$ cat src/rtl/ecg_pkg.sv
// Shared types and constants for the ElGamal cipher engine.
// Used by every module in the rtl folder; depends on nothing else.
package ecg_pkg;

  // Widths of the external fields.
  localparam int FIELD_W = 32;
  localparam int ACT_W   = 2;
  localparam int CIDX_W  = 2;

  // Action codes carried in the input request.
  localparam logic [ACT_W-1:0] ACT_KEYGEN  = 2'd0;
  localparam logic [ACT_W-1:0] ACT_ENCRYPT = 2'd1;
  localparam logic [ACT_W-1:0] ACT_DECRYPT = 2'd2;

  // Configuration register indexes.
  localparam logic [CIDX_W-1:0] REG_MODULUS   = 2'd0;
  localparam logic [CIDX_W-1:0] REG_GENERATOR = 2'd1;
  localparam logic [CIDX_W-1:0] REG_PRIVKEY   = 2'd2;

  // Control broadcast from the multiplier sequencer to every bit cell.
  typedef struct packed {
    logic load;     // load operands, clear accumulator
    logic step;     // perform one add-and-double step
    logic take_acc; // current multiplier bit is one
    logic ge_acc;   // accumulator sum is not below the modulus
    logic ge_a;     // doubled multiplicand is not below the modulus
  } ecg_ctl_t;

endpackage

$ cat src/rtl/ecg_cell.sv
// One bit slice of the add-and-double modular multiplier.
// Holds one bit each of accumulator, multiplicand and multiplier; uses ecg_pkg.
module ecg_cell (
  input  logic             clk,
  input  ecg_pkg::ecg_ctl_t ctl,
  input  logic             m_bit,
  input  logic             a_init,
  input  logic             b_init,
  input  logic             b_left,
  input  logic             c_acc_in,
  input  logic             bw_acc_in,
  input  logic             c_a_in,
  input  logic             bw_a_in,
  output logic             acc_bit,
  output logic             a_bit,
  output logic             b_bit,
  output logic             c_acc_out,
  output logic             bw_acc_out,
  output logic             c_a_out,
  output logic             bw_a_out
);
  import ecg_pkg::*;

  logic s_acc, d_acc, s_a, d_a;

  // Accumulator plus multiplicand, then the trial subtraction of the modulus.
  assign s_acc      = acc_bit ^ a_bit ^ c_acc_in;
  assign c_acc_out  = (acc_bit & a_bit) | (c_acc_in & (acc_bit ^ a_bit));
  assign d_acc      = s_acc ^ m_bit ^ bw_acc_in;
  assign bw_acc_out = (~s_acc & m_bit) | (~(s_acc ^ m_bit) & bw_acc_in);

  // Multiplicand doubled, then the trial subtraction of the modulus.
  assign s_a      = c_a_in;
  assign c_a_out  = a_bit;
  assign d_a      = s_a ^ m_bit ^ bw_a_in;
  assign bw_a_out = (~s_a & m_bit) | (~(s_a ^ m_bit) & bw_a_in);

  // The multiplier bit moves one cell towards bit zero on every step.
  always_ff @(posedge clk) begin
    if (ctl.load) begin
      acc_bit <= 1'b0;
      a_bit   <= a_init;
      b_bit   <= b_init;
    end else if (ctl.step) begin
      if (ctl.take_acc) begin
        acc_bit <= ctl.ge_acc ? d_acc : s_acc;
      end
      a_bit <= ctl.ge_a ? d_a : s_a;
      b_bit <= b_left;
    end
  end

endmodule

$ cat src/rtl/ecg_mulmod.sv
// Bit-serial modular multiplier built from a row of ecg_cell slices.
// Returns a * b mod m for a below m and any b; uses ecg_pkg and ecg_cell.
module ecg_mulmod #(
  parameter int WIDTH = 32
) (
  input  logic             clk,
  input  logic             rst,
  input  logic             start,
  input  logic [WIDTH-1:0] a_in,
  input  logic [WIDTH-1:0] b_in,
  input  logic [WIDTH-1:0] m,
  output logic             done,
  output logic [WIDTH-1:0] result
);
  import ecg_pkg::*;

  localparam int CNT_W = $clog2(WIDTH);

  ecg_ctl_t         ctl;
  logic             running;
  logic [CNT_W-1:0] cnt;
  logic [WIDTH-1:0] a_vec, b_vec;
  logic [WIDTH:0]   b_ext, c_acc, bw_acc, c_a, bw_a;

  assign b_ext     = {1'b0, b_vec};
  assign c_acc[0]  = 1'b0;
  assign bw_acc[0] = 1'b0;
  assign c_a[0]    = 1'b0;
  assign bw_a[0]   = 1'b0;

  // Decisions taken at the top of the chain are broadcast back to all cells.
  assign ctl.load     = start;
  assign ctl.step     = running;
  assign ctl.take_acc = b_vec[0];
  assign ctl.ge_acc   = c_acc[WIDTH] | ~bw_acc[WIDTH];
  assign ctl.ge_a     = c_a[WIDTH] | ~bw_a[WIDTH];

  // The row of bit cells.
  for (genvar i = 0; i < WIDTH; i++) begin : g_cell
    ecg_cell u_cell (
      .clk        (clk),
      .ctl        (ctl),
      .m_bit      (m[i]),
      .a_init     (a_in[i]),
      .b_init     (b_in[i]),
      .b_left     (b_ext[i+1]),
      .c_acc_in   (c_acc[i]),
      .bw_acc_in  (bw_acc[i]),
      .c_a_in     (c_a[i]),
      .bw_a_in    (bw_a[i]),
      .acc_bit    (result[i]),
      .a_bit      (a_vec[i]),
      .b_bit      (b_vec[i]),
      .c_acc_out  (c_acc[i+1]),
      .bw_acc_out (bw_acc[i+1]),
      .c_a_out    (c_a[i+1]),
      .bw_a_out   (bw_a[i+1])
    );
  end

  // Step counter: one step per multiplier bit.
  always_ff @(posedge clk) begin
    if (rst) begin
      running <= 1'b0;
      done    <= 1'b0;
      cnt     <= '0;
    end else begin
      done <= 1'b0;
      if (start) begin
        running <= 1'b1;
        cnt     <= '0;
      end else if (running) begin
        if (cnt == CNT_W'(WIDTH - 1)) begin
          running <= 1'b0;
          done    <= 1'b1;
        end else begin
          cnt <= cnt + 1'b1;
        end
      end
    end
  end

endmodule

$ cat src/rtl/ecg_divider.sv
// Restoring divider, one quotient bit per cycle, for the Euclid steps.
// Depends on ecg_pkg only for the house import.
module ecg_divider #(
  parameter int WIDTH = 32
) (
  input  logic             clk,
  input  logic             rst,
  input  logic             start,
  input  logic [WIDTH-1:0] num,
  input  logic [WIDTH-1:0] den,
  output logic             done,
  output logic [WIDTH-1:0] quot,
  output logic [WIDTH-1:0] rem
);
  import ecg_pkg::*;

  localparam int CNT_W = $clog2(WIDTH);

  logic             running;
  logic [CNT_W-1:0] cnt;
  logic [WIDTH-1:0] nsh, dvs;
  logic [WIDTH:0]   trial, diff;
  logic             ge;

  // Bring down the next numerator bit and try the subtraction.
  assign trial = {rem, nsh[WIDTH-1]};
  assign diff  = trial - {1'b0, dvs};
  assign ge    = ~diff[WIDTH];

  always_ff @(posedge clk) begin
    if (rst) begin
      running <= 1'b0;
      done    <= 1'b0;
      cnt     <= '0;
    end else begin
      done <= 1'b0;
      if (start) begin
        running <= 1'b1;
        cnt     <= '0;
      end else if (running) begin
        if (cnt == CNT_W'(WIDTH - 1)) begin
          running <= 1'b0;
          done    <= 1'b1;
        end else begin
          cnt <= cnt + 1'b1;
        end
      end
    end
  end

  // Datapath registers.
  always_ff @(posedge clk) begin
    if (start) begin
      nsh  <= num;
      dvs  <= den;
      rem  <= '0;
      quot <= '0;
    end else if (running) begin
      nsh  <= {nsh[WIDTH-2:0], 1'b0};
      quot <= {quot[WIDTH-2:0], ge};
      rem  <= ge ? diff[WIDTH-1:0] : trial[WIDTH-1:0];
    end
  end

endmodule

$ cat src/rtl/elgamal_cipher_engine_top.sv
// ElGamal cipher engine over a configurable modulus. Each request takes one
// action code and gives exactly one result. Products and divisions run on a single
// bit-serial modular multiplier (a row of WIDTH bit cells) and a
// one-bit-per-cycle divider, driven by a sequencer that handles one request
// at a time. A modular power scans all WIDTH exponent bits with up to two
// products per bit. Key generation costs a reduction and one power,
// encryption three powers plus two reductions and a product, decryption a
// reduction, one power, up to about 1.5*WIDTH Euclid steps and a product. A
// modulus below two or an unused action code is answered without any arithmetic.
// Depends on ecg_pkg, ecg_mulmod, ecg_cell and ecg_divider.
module elgamal_cipher_engine_top #(
  parameter int WIDTH = 32
) (
  input  logic                        clk,
  input  logic                        rst,
  // Input requests.
  input  logic                        s_axis_tvalid,
  output logic                        s_axis_tready,
  // tdata: message, random_exponent, cipher_first, cipher_second.
  input  logic [4*ecg_pkg::FIELD_W-1:0] s_axis_tdata,
  // tuser: action.
  input  logic [ecg_pkg::ACT_W-1:0]   s_axis_tuser,
  // Results.
  output logic                        m_axis_tvalid,
  input  logic                        m_axis_tready,
  // tdata: result_first, result_second.
  output logic [2*ecg_pkg::FIELD_W-1:0] m_axis_tdata,
  // tuser: status.
  output logic                        m_axis_tuser,
  // Configuration writes.
  input  logic                        cfg_valid,
  output logic                        cfg_ready,
  input  logic [ecg_pkg::CIDX_W-1:0]  cfg_index,
  input  logic [ecg_pkg::FIELD_W-1:0] cfg_data
);
  import ecg_pkg::*;

  localparam int CNT_W = $clog2(WIDTH);

  typedef enum logic [9:0] {
    S_IDLE = 10'b0000000001,
    S_TASK = 10'b0000000010,
    S_RED  = 10'b0000000100,
    S_PMUL = 10'b0000001000,
    S_PSQ  = 10'b0000010000,
    S_EUC  = 10'b0000100000,
    S_DIV  = 10'b0001000000,
    S_TMUL = 10'b0010000000,
    S_FMUL = 10'b0100000000,
    S_OUT  = 10'b1000000000
  } state_t;

  state_t             state;
  logic [FIELD_W-1:0] modulus, generator, privkey;
  logic [ACT_W-1:0]   act;
  logic [WIDTH-1:0]   msg, rexp, c1, c2;
  logic [WIDTH-1:0]   p_w, g_w, d_w;
  logic [WIDTH-1:0]   base, acc, ex, pub, first, second;
  logic [WIDTH-1:0]   r1, r2, t1, t2, tdiff;
  logic               status;
  logic [1:0]         phase;
  logic [CNT_W-1:0]   cnt;
  logic               pend, mstart, dstart;
  logic [WIDTH-1:0]   mop_a, mop_b;
  logic               mdone, ddone;
  logic [WIDTH-1:0]   mres, dquot, drem;
  logic [FIELD_W-1:0] out_first, out_second;
  logic               out_status, out_valid;

  assign p_w = WIDTH'(modulus);
  assign g_w = WIDTH'(generator);
  assign d_w = WIDTH'(privkey);

  assign s_axis_tready = (state == S_IDLE);
  assign cfg_ready     = 1'b1;
  assign m_axis_tvalid = out_valid;
  assign m_axis_tdata  = {out_second, out_first};
  assign m_axis_tuser  = out_status;

  // Difference used by the modular subtraction in the Euclid update.
  assign tdiff = t1 - mres;

  ecg_mulmod #(.WIDTH(WIDTH)) u_mulmod (
    .clk    (clk),
    .rst    (rst),
    .start  (mstart),
    .a_in   (mop_a),
    .b_in   (mop_b),
    .m      (p_w),
    .done   (mdone),
    .result (mres)
  );

  ecg_divider #(.WIDTH(WIDTH)) u_divider (
    .clk   (clk),
    .rst   (rst),
    .start (dstart),
    .num   (r1),
    .den   (r2),
    .done  (ddone),
    .quot  (dquot),
    .rem   (drem)
  );

  // Configuration registers.
  always_ff @(posedge clk) begin
    if (rst) begin
      modulus   <= FIELD_W'(29);
      generator <= FIELD_W'(2);
      privkey   <= FIELD_W'(12);
    end else if (cfg_valid && cfg_ready) begin
      case (cfg_index)
        REG_MODULUS:   modulus   <= cfg_data;
        REG_GENERATOR: generator <= cfg_data;
        REG_PRIVKEY:   privkey   <= cfg_data;
        default: ;
      endcase
    end
  end

  // Control sequencer.
  always_ff @(posedge clk) begin
    if (rst) begin
      state     <= S_IDLE;
      pend      <= 1'b0;
      mstart    <= 1'b0;
      dstart    <= 1'b0;
      out_valid <= 1'b0;
      phase     <= '0;
      cnt       <= '0;
    end else begin
      mstart <= 1'b0;
      dstart <= 1'b0;
      if (out_valid && m_axis_tready) begin
        out_valid <= 1'b0;
      end
      case (state)
        S_IDLE: begin
          if (s_axis_tvalid) begin
            act    <= s_axis_tuser;
            msg    <= WIDTH'(s_axis_tdata[FIELD_W-1:0]);
            rexp   <= WIDTH'(s_axis_tdata[2*FIELD_W-1:FIELD_W]);
            c1     <= WIDTH'(s_axis_tdata[3*FIELD_W-1:2*FIELD_W]);
            c2     <= WIDTH'(s_axis_tdata[4*FIELD_W-1:3*FIELD_W]);
            first  <= '0;
            second <= '0;
            status <= 1'b0;
            phase  <= '0;
            if (p_w < WIDTH'(2) || !(s_axis_tuser == ACT_KEYGEN ||
                s_axis_tuser == ACT_ENCRYPT || s_axis_tuser == ACT_DECRYPT)) begin
              state <= S_OUT;
            end else begin
              state <= S_TASK;
            end
          end
        end
        // Pick the next piece of work for the current action.
        S_TASK: begin
          if (act == ACT_KEYGEN || (act == ACT_ENCRYPT && phase == 2'd0)) begin
            mstart <= 1'b1; pend <= 1'b1;
            mop_a  <= WIDTH'(1); mop_b <= g_w; ex <= d_w;
            state  <= S_RED;
          end else if (act == ACT_ENCRYPT && phase == 2'd1) begin
            mstart <= 1'b1; pend <= 1'b1;
            mop_a  <= WIDTH'(1); mop_b <= g_w; ex <= rexp;
            state  <= S_RED;
          end else if (act == ACT_ENCRYPT && phase == 2'd2) begin
            base  <= pub; ex <= rexp; acc <= WIDTH'(1); cnt <= '0;
            state <= S_PMUL;
          end else if (act == ACT_ENCRYPT) begin
            mstart <= 1'b1; pend <= 1'b1;
            mop_a  <= acc; mop_b <= msg;
            state  <= S_FMUL;
          end else if (phase == 2'd0) begin
            mstart <= 1'b1; pend <= 1'b1;
            mop_a  <= WIDTH'(1); mop_b <= c1; ex <= d_w;
            state  <= S_RED;
          end else if (phase == 2'd1) begin
            r1    <= p_w; r2 <= acc; t1 <= '0; t2 <= WIDTH'(1);
            state <= S_EUC;
          end else begin
            mstart <= 1'b1; pend <= 1'b1;
            mop_a  <= t1; mop_b <= c2;
            state  <= S_FMUL;
          end
        end
        // Reduction of the power base, then start the exponent scan.
        S_RED: begin
          if (mdone) begin
            pend  <= 1'b0;
            base  <= mres;
            acc   <= WIDTH'(1);
            cnt   <= '0;
            state <= S_PMUL;
          end
        end
        // Multiply the running power by the base when the exponent bit is set.
        S_PMUL: begin
          if (!pend) begin
            if (ex[0]) begin
              mstart <= 1'b1; pend <= 1'b1;
              mop_a  <= acc; mop_b <= base;
            end else begin
              state <= S_PSQ;
            end
          end else if (mdone) begin
            pend  <= 1'b0;
            acc   <= mres;
            state <= S_PSQ;
          end
        end
        // Square the base and move to the next exponent bit.
        S_PSQ: begin
          if (!pend) begin
            mstart <= 1'b1; pend <= 1'b1;
            mop_a  <= base; mop_b <= base;
          end else if (mdone) begin
            pend <= 1'b0;
            base <= mres;
            ex   <= ex >> 1;
            cnt  <= cnt + 1'b1;
            if (cnt == CNT_W'(WIDTH - 1)) begin
              phase <= phase + 1'b1;
              if (act == ACT_KEYGEN) begin
                first <= acc;
                state <= S_OUT;
              end else begin
                if (act == ACT_ENCRYPT && phase == 2'd0) pub <= acc;
                if (act == ACT_ENCRYPT && phase == 2'd1) first <= acc;
                state <= S_TASK;
              end
            end else begin
              state <= S_PMUL;
            end
          end
        end
        // Euclid loop test: stop on a zero remainder.
        S_EUC: begin
          if (r2 == '0) begin
            if (r1 == WIDTH'(1)) begin
              phase <= 2'd2;
              state <= S_TASK;
            end else begin
              status <= 1'b1;
              state  <= S_OUT;
            end
          end else begin
            dstart <= 1'b1;
            pend   <= 1'b1;
            state  <= S_DIV;
          end
        end
        S_DIV: begin
          if (ddone) begin
            mstart <= 1'b1;
            mop_a  <= t2; mop_b <= dquot;
            state  <= S_TMUL;
          end
        end
        // New coefficient is t1 minus quotient times t2, modulo p.
        S_TMUL: begin
          if (mdone) begin
            pend  <= 1'b0;
            t2    <= (t1 >= mres) ? tdiff : tdiff + p_w;
            t1    <= t2;
            r1    <= r2;
            r2    <= drem;
            state <= S_EUC;
          end
        end
        S_FMUL: begin
          if (mdone) begin
            pend <= 1'b0;
            if (act == ACT_ENCRYPT) begin
              second <= mres;
            end else begin
              first <= mres;
            end
            state <= S_OUT;
          end
        end
        // Hand the result to the output register once it is free.
        S_OUT: begin
          if (!out_valid || m_axis_tready) begin
            out_valid  <= 1'b1;
            out_first  <= FIELD_W'(first);
            out_second <= FIELD_W'(second);
            out_status <= status;
            state      <= S_IDLE;
          end
        end
        default: state <= S_IDLE;
      endcase
    end
  end

  // A multiplier launch only happens while the sequencer waits for a product.
  a_mstart_state: assert property (@(posedge clk) disable iff (rst)
    mstart |-> (state == S_RED || state == S_PMUL || state == S_PSQ ||
                state == S_TMUL || state == S_FMUL))
    else $error("multiplier started outside a product state");

  // A divider launch only happens on entry to the division wait.
  a_dstart_state: assert property (@(posedge clk) disable iff (rst)
    dstart |-> state == S_DIV)
    else $error("divider started outside the division state");

  // An accepted request always leaves the idle state.
  a_accept_busy: assert property (@(posedge clk) disable iff (rst)
    s_axis_tvalid && s_axis_tready |=> state != S_IDLE)
    else $error("request accepted without starting work");

  // A failed inverse gives an all-zero result.
  a_fail_zero: assert property (@(posedge clk) disable iff (rst)
    m_axis_tvalid && m_axis_tuser |-> m_axis_tdata == '0)
    else $error("non-zero result alongside failure status");

endmodule

$ cat config.mk
export PLATFORM = sky130hd
export DESIGN_NAME = elgamal_cipher_engine_top
export DESIGN_NICKNAME = d
export VERILOG_FILES = /design/src/rtl/ecg_pkg.sv /design/src/rtl/ecg_cell.sv /design/src/rtl/ecg_mulmod.sv /design/src/rtl/ecg_divider.sv /design/src/rtl/elgamal_cipher_engine_top.sv
export SDC_FILE = /design/constraint.sdc
export NUM_CORES = 2
export LEC_CHECK = 0
export BUFFER_PORTS_ARGS = -buffer_cell sky130_fd_sc_hd__buf_2
export CAP_MARGIN = 0
export CELL_PAD_IN_SITES_DETAIL_PLACEMENT = 2
export CELL_PAD_IN_SITES_GLOBAL_PLACEMENT = 2
export CORE_UTILIZATION = 38
export DETAILED_ROUTE_END_ITERATION = 7
export PLACE_DENSITY_LB_ADDON = 0.3
export SLEW_MARGIN = 20
export SYNTH_ARGS = -nofsm -noshare
export SYNTH_HDL_FRONTEND = slang
export SYNTH_SLANG_ARGS = --single-unit
$ cat constraint.sdc
create_clock -name clk -period 15.5 [get_ports clk]
set_input_delay 2.325 -clock clk [delete_from_list [all_inputs] [get_ports clk]]
set_output_delay 2.325 -clock clk [all_outputs]
set_load 0.03 [all_outputs]
# [Word-level counts from Yosys, hierarchy flattened]
# Index checks and enable logic that the tools add are counted.
[totals] out_inout_bits=68 register_bits=935 input_bits=169 elab_cells=1221
[classes] eq_ne=56 n_mux=358 add_sub_neg=7 n_lt_le_gt_ge=2 reduce_logical=55 bitwise=606
[ops] op="32-bit two-way mux" n=79
[ops] op="32-bit one-hot mux with 2 select lines" n=6
[ops] op="32-bit one-hot mux with 3 select lines" n=3
[ops] op="32-bit one-hot mux with 4 select lines" n=2
[ops] op="1-bit two-way mux" n=228
[ops] op="1-bit AND" n=188
[ops] op="1-bit XOR" n=188
[ops] op="10-bit two-way mux" n=16
[ops] op="1-bit inverter" n=135
[ops] op="10-bit one-hot mux with 10 select lines" n=1
[ops] op="1-bit bitwise OR" n=95
[ops] op="9-bit two-way mux" n=6
[ops] op="2-bit != test (second input constant)" n=21
[ops] op="33-bit by 32-bit subtractor with 33-bit output" n=1
[ops] op="32-bit adder" n=1
[ops] op="32-bit by 1-bit equality test with 1-bit output (second input constant)" n=1
[ops] op="32-bit >= comparator" n=1
[ops] op="32-bit logical NOT" n=1
[ops] op="32-bit by 2-bit < comparator with 1-bit output (second input constant)" n=1
[ops] op="32-bit subtractor" n=1
[ops] op="5-bit two-way mux" n=6
[ops] op="7-bit AND reduction" n=3
[ops] op="9-bit AND reduction" n=2
[ops] op="8-bit AND reduction" n=2
[ops] op="42 further kinds" n=96

# [Depth between registers and ports, before layout]
[depth] word_depth=69 depth_mapped=43 mapped_depth_nobuf=41

# [Cells and area by module]
# A second synthesis with hierarchy kept.
[hier_totals] cells_unflattened=4104 area_unflattened_um2=46258.1
[modules_own_cells] module="elgamal_cipher_engine_top" instances=1 cells_each=2702 area_per_inst_um2=31353.8 seq_area_each_um2=19759.0
[modules_own_cells] module="ecg_divider" instances=1 cells_each=727 area_per_inst_um2=7343.3 seq_area_each_um2=3343.2
[modules_own_cells] module="ecg_cell" instances=32 cells_each=20 area_per_inst_um2=226.5 seq_area_each_um2=80.1
[modules_own_cells] module="ecg_mulmod" instances=1 cells_each=35 area_per_inst_um2=314.1 seq_area_each_um2=140.1

# [Worst setup path before layout]
# OpenSTA, ideal clock, no wires.
[synth_timing] path_type="flip-flop to flip-flop" startpoint="register u_mulmod.g_cell[0].u_cell.a_bit" endpoint="register u_mulmod.g_cell[0].u_cell.acc_bit" t_arrival_ns=16.044 setup_time_ns=0.132 setup_slack_ns=-0.676 stages_incl_launch_ff=39 n_path_buf=2 t_required_ns=15.368 synth_period_minus_slack_ns=16.176 path_cell_list="edfxtp_1 ha_1 fa_1 fa_1 fa_1 fa_1 fa_1 fa_1 fa_1 fa_1 fa_1 fa_1 fa_1 fa_1 fa_1 fa_1 fa_1 fa_1 (+3 left out) fa_1 fa_1 fa_1 fa_1 fa_1 fa_1 fa_1 fa_1 fa_1 fa_1 fa_1 fa_1 fa_1 or2_2 clkbuf_1 clkbuf_1 o211ai_1 a21oi_1"
[synth_via] elab_chain_len=69 word_cells_on_any_way=287
[synth_rtl] element="start, declared" line="ecg_cell.sv:15" text="output logic a_bit,"
[synth_rtl] element="start signal, assigned" line="ecg_cell.sv:42" text="a_bit <= a_init;"
[synth_rtl] element="start signal, assigned" line="ecg_cell.sv:48" text="a_bit <= ctl.ge_a ? d_a : s_a;"
[synth_rtl] element="1-bit AND" line="ecg_cell.sv:28" text="assign c_acc_out = (acc_bit & a_bit) | (c_acc_in & (acc_bit ^ a_bit));"
[synth_rtl] element="1-bit AND or 1-bit XOR (tied branches)" line="ecg_cell.sv:28, ecg_cell.sv:27"
[synth_rtl] element="1-bit bitwise OR or 1-bit XOR (tied branches)" line="ecg_cell.sv:28, ecg_cell.sv:30"
[synth_rtl] element="1-bit AND (tied with other cells)" line="ecg_cell.sv:28"
[synth_rtl] element="1-bit bitwise OR (tied with other cells)" line="ecg_cell.sv:28"
[synth_rtl] element="1-bit AND (tied with other cells)" line="ecg_cell.sv:28"
[synth_rtl] element="1-bit bitwise OR (tied with other cells)" line="ecg_cell.sv:28"
[synth_rtl] element="1-bit AND (tied with other cells)" line="ecg_cell.sv:28"
[synth_rtl] element="(+53 left out)"
[synth_rtl] element="1-bit XOR (tied with other cells)" line="ecg_cell.sv:27" text="assign s_acc = acc_bit ^ a_bit ^ c_acc_in;"
[synth_rtl] element="1-bit XOR or 1-bit AND (tied branches)" line="ecg_cell.sv:30" text="assign bw_acc_out = (~s_acc & m_bit) | (~(s_acc ^ m_bit) & bw_acc_in);"
[synth_rtl] element="1-bit inverter or 1-bit bitwise OR (tied branches)" line="ecg_cell.sv:30"
[synth_rtl] element="1-bit AND" line="ecg_cell.sv:30"
[synth_rtl] element="1-bit bitwise OR" line="ecg_cell.sv:30"
[synth_rtl] element="1-bit inverter" line="ecg_mulmod.sv:35" text="assign ctl.ge_acc = c_acc[WIDTH] | ~bw_acc[WIDTH];"
[synth_rtl] element="1-bit bitwise OR" line="ecg_mulmod.sv:35"
[synth_rtl] element="1-bit two-way mux (*)" line="ecg_cell.sv:46" text="acc_bit <= ctl.ge_acc ? d_acc : s_acc;"
[synth_rtl] element="end signal, assigned" line="ecg_cell.sv:46"
[synth_rtl] element="end, declared" line="ecg_cell.sv:14" text="output logic acc_bit,"
# Every way passes the cells marked *; elsewhere a longest branch is shown, timed or not.
# A chain may end at the register's enable or synchronous reset.

# [Worst setup path in the final report]
[layout_timing] startpoint="register u_mulmod.g_cell[0].u_cell.a_bit" endpoint="register u_mulmod.g_cell[15].u_cell.acc_bit"
[layout_via] elab_chain_len=69 word_cells_on_any_way=287
[layout_rtl] element="1-bit AND" line="ecg_cell.sv:28"
[layout_rtl] element="1-bit AND or 1-bit XOR (tied branches)" line="ecg_cell.sv:28, ecg_cell.sv:27"
[layout_rtl] element="1-bit bitwise OR or 1-bit XOR (tied branches)" line="ecg_cell.sv:28, ecg_cell.sv:30"
[layout_rtl] element="1-bit AND (tied with other cells)" line="ecg_cell.sv:28"
[layout_rtl] element="1-bit bitwise OR (tied with other cells)" line="ecg_cell.sv:28"
[layout_rtl] element="1-bit AND (tied with other cells)" line="ecg_cell.sv:28"
[layout_rtl] element="1-bit bitwise OR (tied with other cells)" line="ecg_cell.sv:28"
[layout_rtl] element="1-bit AND (tied with other cells)" line="ecg_cell.sv:28"
[layout_rtl] element="(+53 left out)"
[layout_rtl] element="1-bit XOR (tied with other cells)" line="ecg_cell.sv:27"
[layout_rtl] element="1-bit XOR or 1-bit AND (tied branches)" line="ecg_cell.sv:30"
[layout_rtl] element="1-bit inverter or 1-bit bitwise OR (tied branches)" line="ecg_cell.sv:30"
[layout_rtl] element="1-bit AND" line="ecg_cell.sv:30"
[layout_rtl] element="1-bit bitwise OR" line="ecg_cell.sv:30"
[layout_rtl] element="1-bit inverter" line="ecg_mulmod.sv:35"
[layout_rtl] element="1-bit bitwise OR" line="ecg_mulmod.sv:35"
[layout_rtl] element="1-bit two-way mux (*)" line="ecg_cell.sv:46"
[layout_rtl] element="end signal, assigned" line="ecg_cell.sv:46"
[layout_rtl] element="end, declared" line="ecg_cell.sv:14"
# Marks and branches as above.

==> key figures <==
Global route
  – Antenna violations before repair: 6
  – First-pass GRT wire length: 250,100 um
  – Gr ovfl total: 0
  – Largest net degree at the start of global routing: 87
  – Total track usage: 0.2827
  – Vias in the first global route: 35,980

Synth
  – Ys Warns: 0
  – Ranking of synthesized cells by area: edfxtp_1 (48%), dfxtp_1 (10%), nand2_1 (4.7%), fa_1 (4.3%), a21oi_1 (3.5%)
  – Sequential share of the synthesized area: 0.5769
  – Syn Inst Count: 3,924
  – XOR/XNOR Fraction of Synth Area: 0.01645
  – Post-synth ARST share: 0
  – Synth area leader: edfxtp_1
  – Synth Area per Inst: 11.40 um^2
  – Post-synthesis mux area share: 0.05687
  – Mapped cell area: 44,730 um^2
  – Post-synth EDFFs: 708
  – Synth Register Bits: 935
  – Syn nets: 4,295
  – Synth cell types: 88
  – Post-Synth Adder-Cell Area: 0.07262
  – Largest family of logic cells by synthesized area: compound AO/OA/AOI/OAI gates
  – Most common cell in the netlist: edfxtp_1
  – Fraction of the mapped netlist area in compound gates: 0.1300
  – Simple-Gate Fraction of Synth Area: 0.1136
  – Most frequent cells after synthesis: edfxtp_1 (708), nand2_1 (557), a21oi_1 (316), nor2_1 (315), dfxtp_1 (227)
  – Prevailing post-synth register cell: edfxtp_1
  – Post-synth top area share: 0.4753

Setup path
  – R2r startpoint: u_mulmod.g_cell[0].u_cell.a_bit$_DFFE_PP_
  – Kind of critical path: reg -> reg
  – Worst-path fanout max: 18
  – Reg2reg end: u_mulmod.g_cell[15].u_cell.acc_bit$_SDFFE_PP0P_
  – Critical Path Most Common Cell: fa_2
  – Worst setup path startpoint: u_mulmod.g_cell[0].u_cell.a_bit$_DFFE_PP_
  – Crit. End Element: flop
  – R2R setup slack: 0.41 ns
  – Slowest cell delay on critical path: 0.47 ns
  – CP arrival: 15.67 ns
  – Worst path slowest cell: fa_2
  – Reg2Reg Depth: 37
  – Critical path launch point type: flop
  – CP Data Required Time: 16.08 ns

CTS
  – Worst-Skew Late Latency: 0.72 ns
  – H-tree levels: 3
  – Root Driver: clkbuf_16
  – CTS clock-pin slew for the worst setup and hold paths: 0.06 ns
  – TritonCTS Buffers: 105
  – CTS tree: done
  – # Post-CTS Setup Buffers: 0
  – Clock sinks: 935
  – Clock Tree Buf Depth: 3

Power
  – Power, Total: 7.853 mW
  – Pleak: 19.48 nW
  – Max VDD drop: 0.09042 mV
  – Pwr Density: 152.8 nW/um^2

STA
  – Worst slew pin tran: 1.173 ns
  – Setup Viol. Count Final: 0
  – Final worst-path cycle share: 0.9738
  – Final count of hold timing violations: 0
  – Max transition margin: 0.2178
  – Final min period: 15.09 ns
  – Fin. max-slew vios: 0
  – Unrepaired setup endpoints after global routing: false
  – Worst Clk Skew: 0.03307 ns
  – Hold WS: 0.4185 ns
  – F_max: 66.25 MHz

Status
  – Status: completed

Placed design
  – Final GP Congestion: 0.8726
  – Post-DP HPWL: 121,700 um
  – Port Buf Inserts: 235

Drt
  – Routed wire length: 171,400 um
  – Vias per cell: 5.878
  – DRC viols: 0
  – DR WL/cell: 29.89 um
  – ANT nets after route: 0
  – Iter 0 DRT Violations: 3,056
  – First-pass DRT Iterations: 6
  – DR vias: 33,710

Floorplanning
  – DIE HEIGHT: 345.1 um
  – Core area: 116,500 um^2
  – Io pins: 237
  – Row cnt: 125
  – Die X: 345.1 um
  – Starting density of the core: 0.3839
  – Die Footprint: 119,100 um^2

Cells and area
  – Layout cells sized above 1: 0.1644
  – Nets: 4,488
  – Fillers: 11,770
  – Area Growth Syn to Fin: 14.92%

Min path
  – Worst Hold Class: reg -> reg
  – Hold Path Origin: second[26]$_SDFFCE_PP0P_
  – Hold Crit Depth: 0
  – WHS Endpoint: out_second[26]$_DFFE_PP_

Flow run
  – Max-Cap Viols: 0
[layer usage]
layer  up-vias  wire length, um  global-route usage
met5         -               26                   0
met1     17660            69970              0.3642
met3       293             9939             0.04233
met4         4             6657              0.1059
li1      14640                -                   -
met2      1116            84840              0.4801
[repair_timing]
| action | 4_1_cts | 5_1_grt |
|---|---|---|
| pin swaps | 2 | 2 |
| resized for setup | 23 | 18 |
| endpoints found under the setup margin | 64 | 64 |
| cloned | 2 | 1 |
| hold buffers | 0 | 0 |
[logic make-up after synthesis]
kind of cell,count (synthesis)
fa+ha+maj,202
mux,239
other cells,1
buf+inv,393
xor+xnor,84
simple gates,1155
compound gates,915
flops,935
[where the power goes]
group | total, mW | leakage [nW] | internal [mW] | switching, mW
clock network | 2.54 | 1.69 | 1.44 | 1.09
logic | 2.24 | 9.44 | 0.791 | 1.45
registers | 3.08 | 8.35 | 2.91 | 0.165
total | 7.85 | 19.5 | 5.15 | 2.70
[metrics by stage]
step	TNS (ns)	setup WS, ns	instance area (um^2)	instances	util
2_1_floorplan	0	0.02317	44770	3924	-
3_3_place_gp	-10.23	-0.3472	47760	5531	0.4099
3_5_place_dp	-19.55	-0.6382	47760	5531	0.4099
4_1_cts	0	0.04933	51320	5731	0.4405
5_1_grt	0	0.04083	51400	5734	0.4411
6_report	0	0.4065	51400	5735	0.4412
[worst max-delay path, delay by kind of cell, from the launching register on]
kind                     cells  cell delay, ns
buffers and inverters        1            0.31
adder cells (fa/ha/maj)     33           13.66
flip-flops                   1            0.41
AO/OA/AOI/OAI                2            0.31
AND/OR/NAND/NOR              1            0.29
[layout make-up]
type	instances	area, um^2	share of cell area
Clock buffer	156	3043	0.05920
Antenna cell	3	7.507	0.0001460
Multi-Input combinational cell	2596	17720	0.3447
Inverter	165	619.3	0.01205
Clock inverter	42	395.4	0.007692
Timing Repair Buffer	314	1897	0.03690
Tap cell	1524	1907	0.03710
Sequential cell	935	25820	0.5022
[cell usage in the layout, fill, tap and decap left out, types with 27 or more instances in the layout]
cell / synthesis / routed
edfxtp_1: 708 / 708
nand2_1: 557 / 556
a21oi_1: 316 / 315
nor2_1: 315 / 306
buf_2: 8 / 234
dfxtp_1: 227 / 224
o21ai_0: 182 / 182
inv_1: 165 / 164
mux2i_1: 130 / 129
clkbuf_16: 0 / 109
mux2_2: 107 / 107
ha_1: 106 / 105
a21o_1: 93 / 93
buf_4: 1 / 71
a22oi_1: 67 / 67
xnor2_1: 54 / 54
fa_1: 96 / 49
and3_1: 47 / 47
fa_2: 0 / 47
a211oi_1: 48 / 45
nand3_1: 40 / 40
o211ai_1: 39 / 39
clkbuf_1: 203 / 32
a222oi_1: 31 / 31
xor2_1: 30 / 30
nor4_1: 29 / 28
a311oi_1: 27 / 27
[worst max-delay path by stage]
stage                                                      endpoint  slack (ns)
floorplan            u_mulmod.g_cell[0].u_cell.acc_bit$_SDFFE_PP0P_        0.02
global placement    u_mulmod.g_cell[31].u_cell.acc_bit$_SDFFE_PP0P_       -0.35
detailed placement  u_mulmod.g_cell[19].u_cell.acc_bit$_SDFFE_PP0P_       -0.64
CTS                 u_mulmod.g_cell[20].u_cell.acc_bit$_SDFFE_PP0P_        0.05
global route             u_mulmod.g_cell[25].u_cell.a_bit$_DFFE_PP_        0.04
finish              u_mulmod.g_cell[15].u_cell.acc_bit$_SDFFE_PP0P_        0.41
Power figures use the tool's default switching activity.
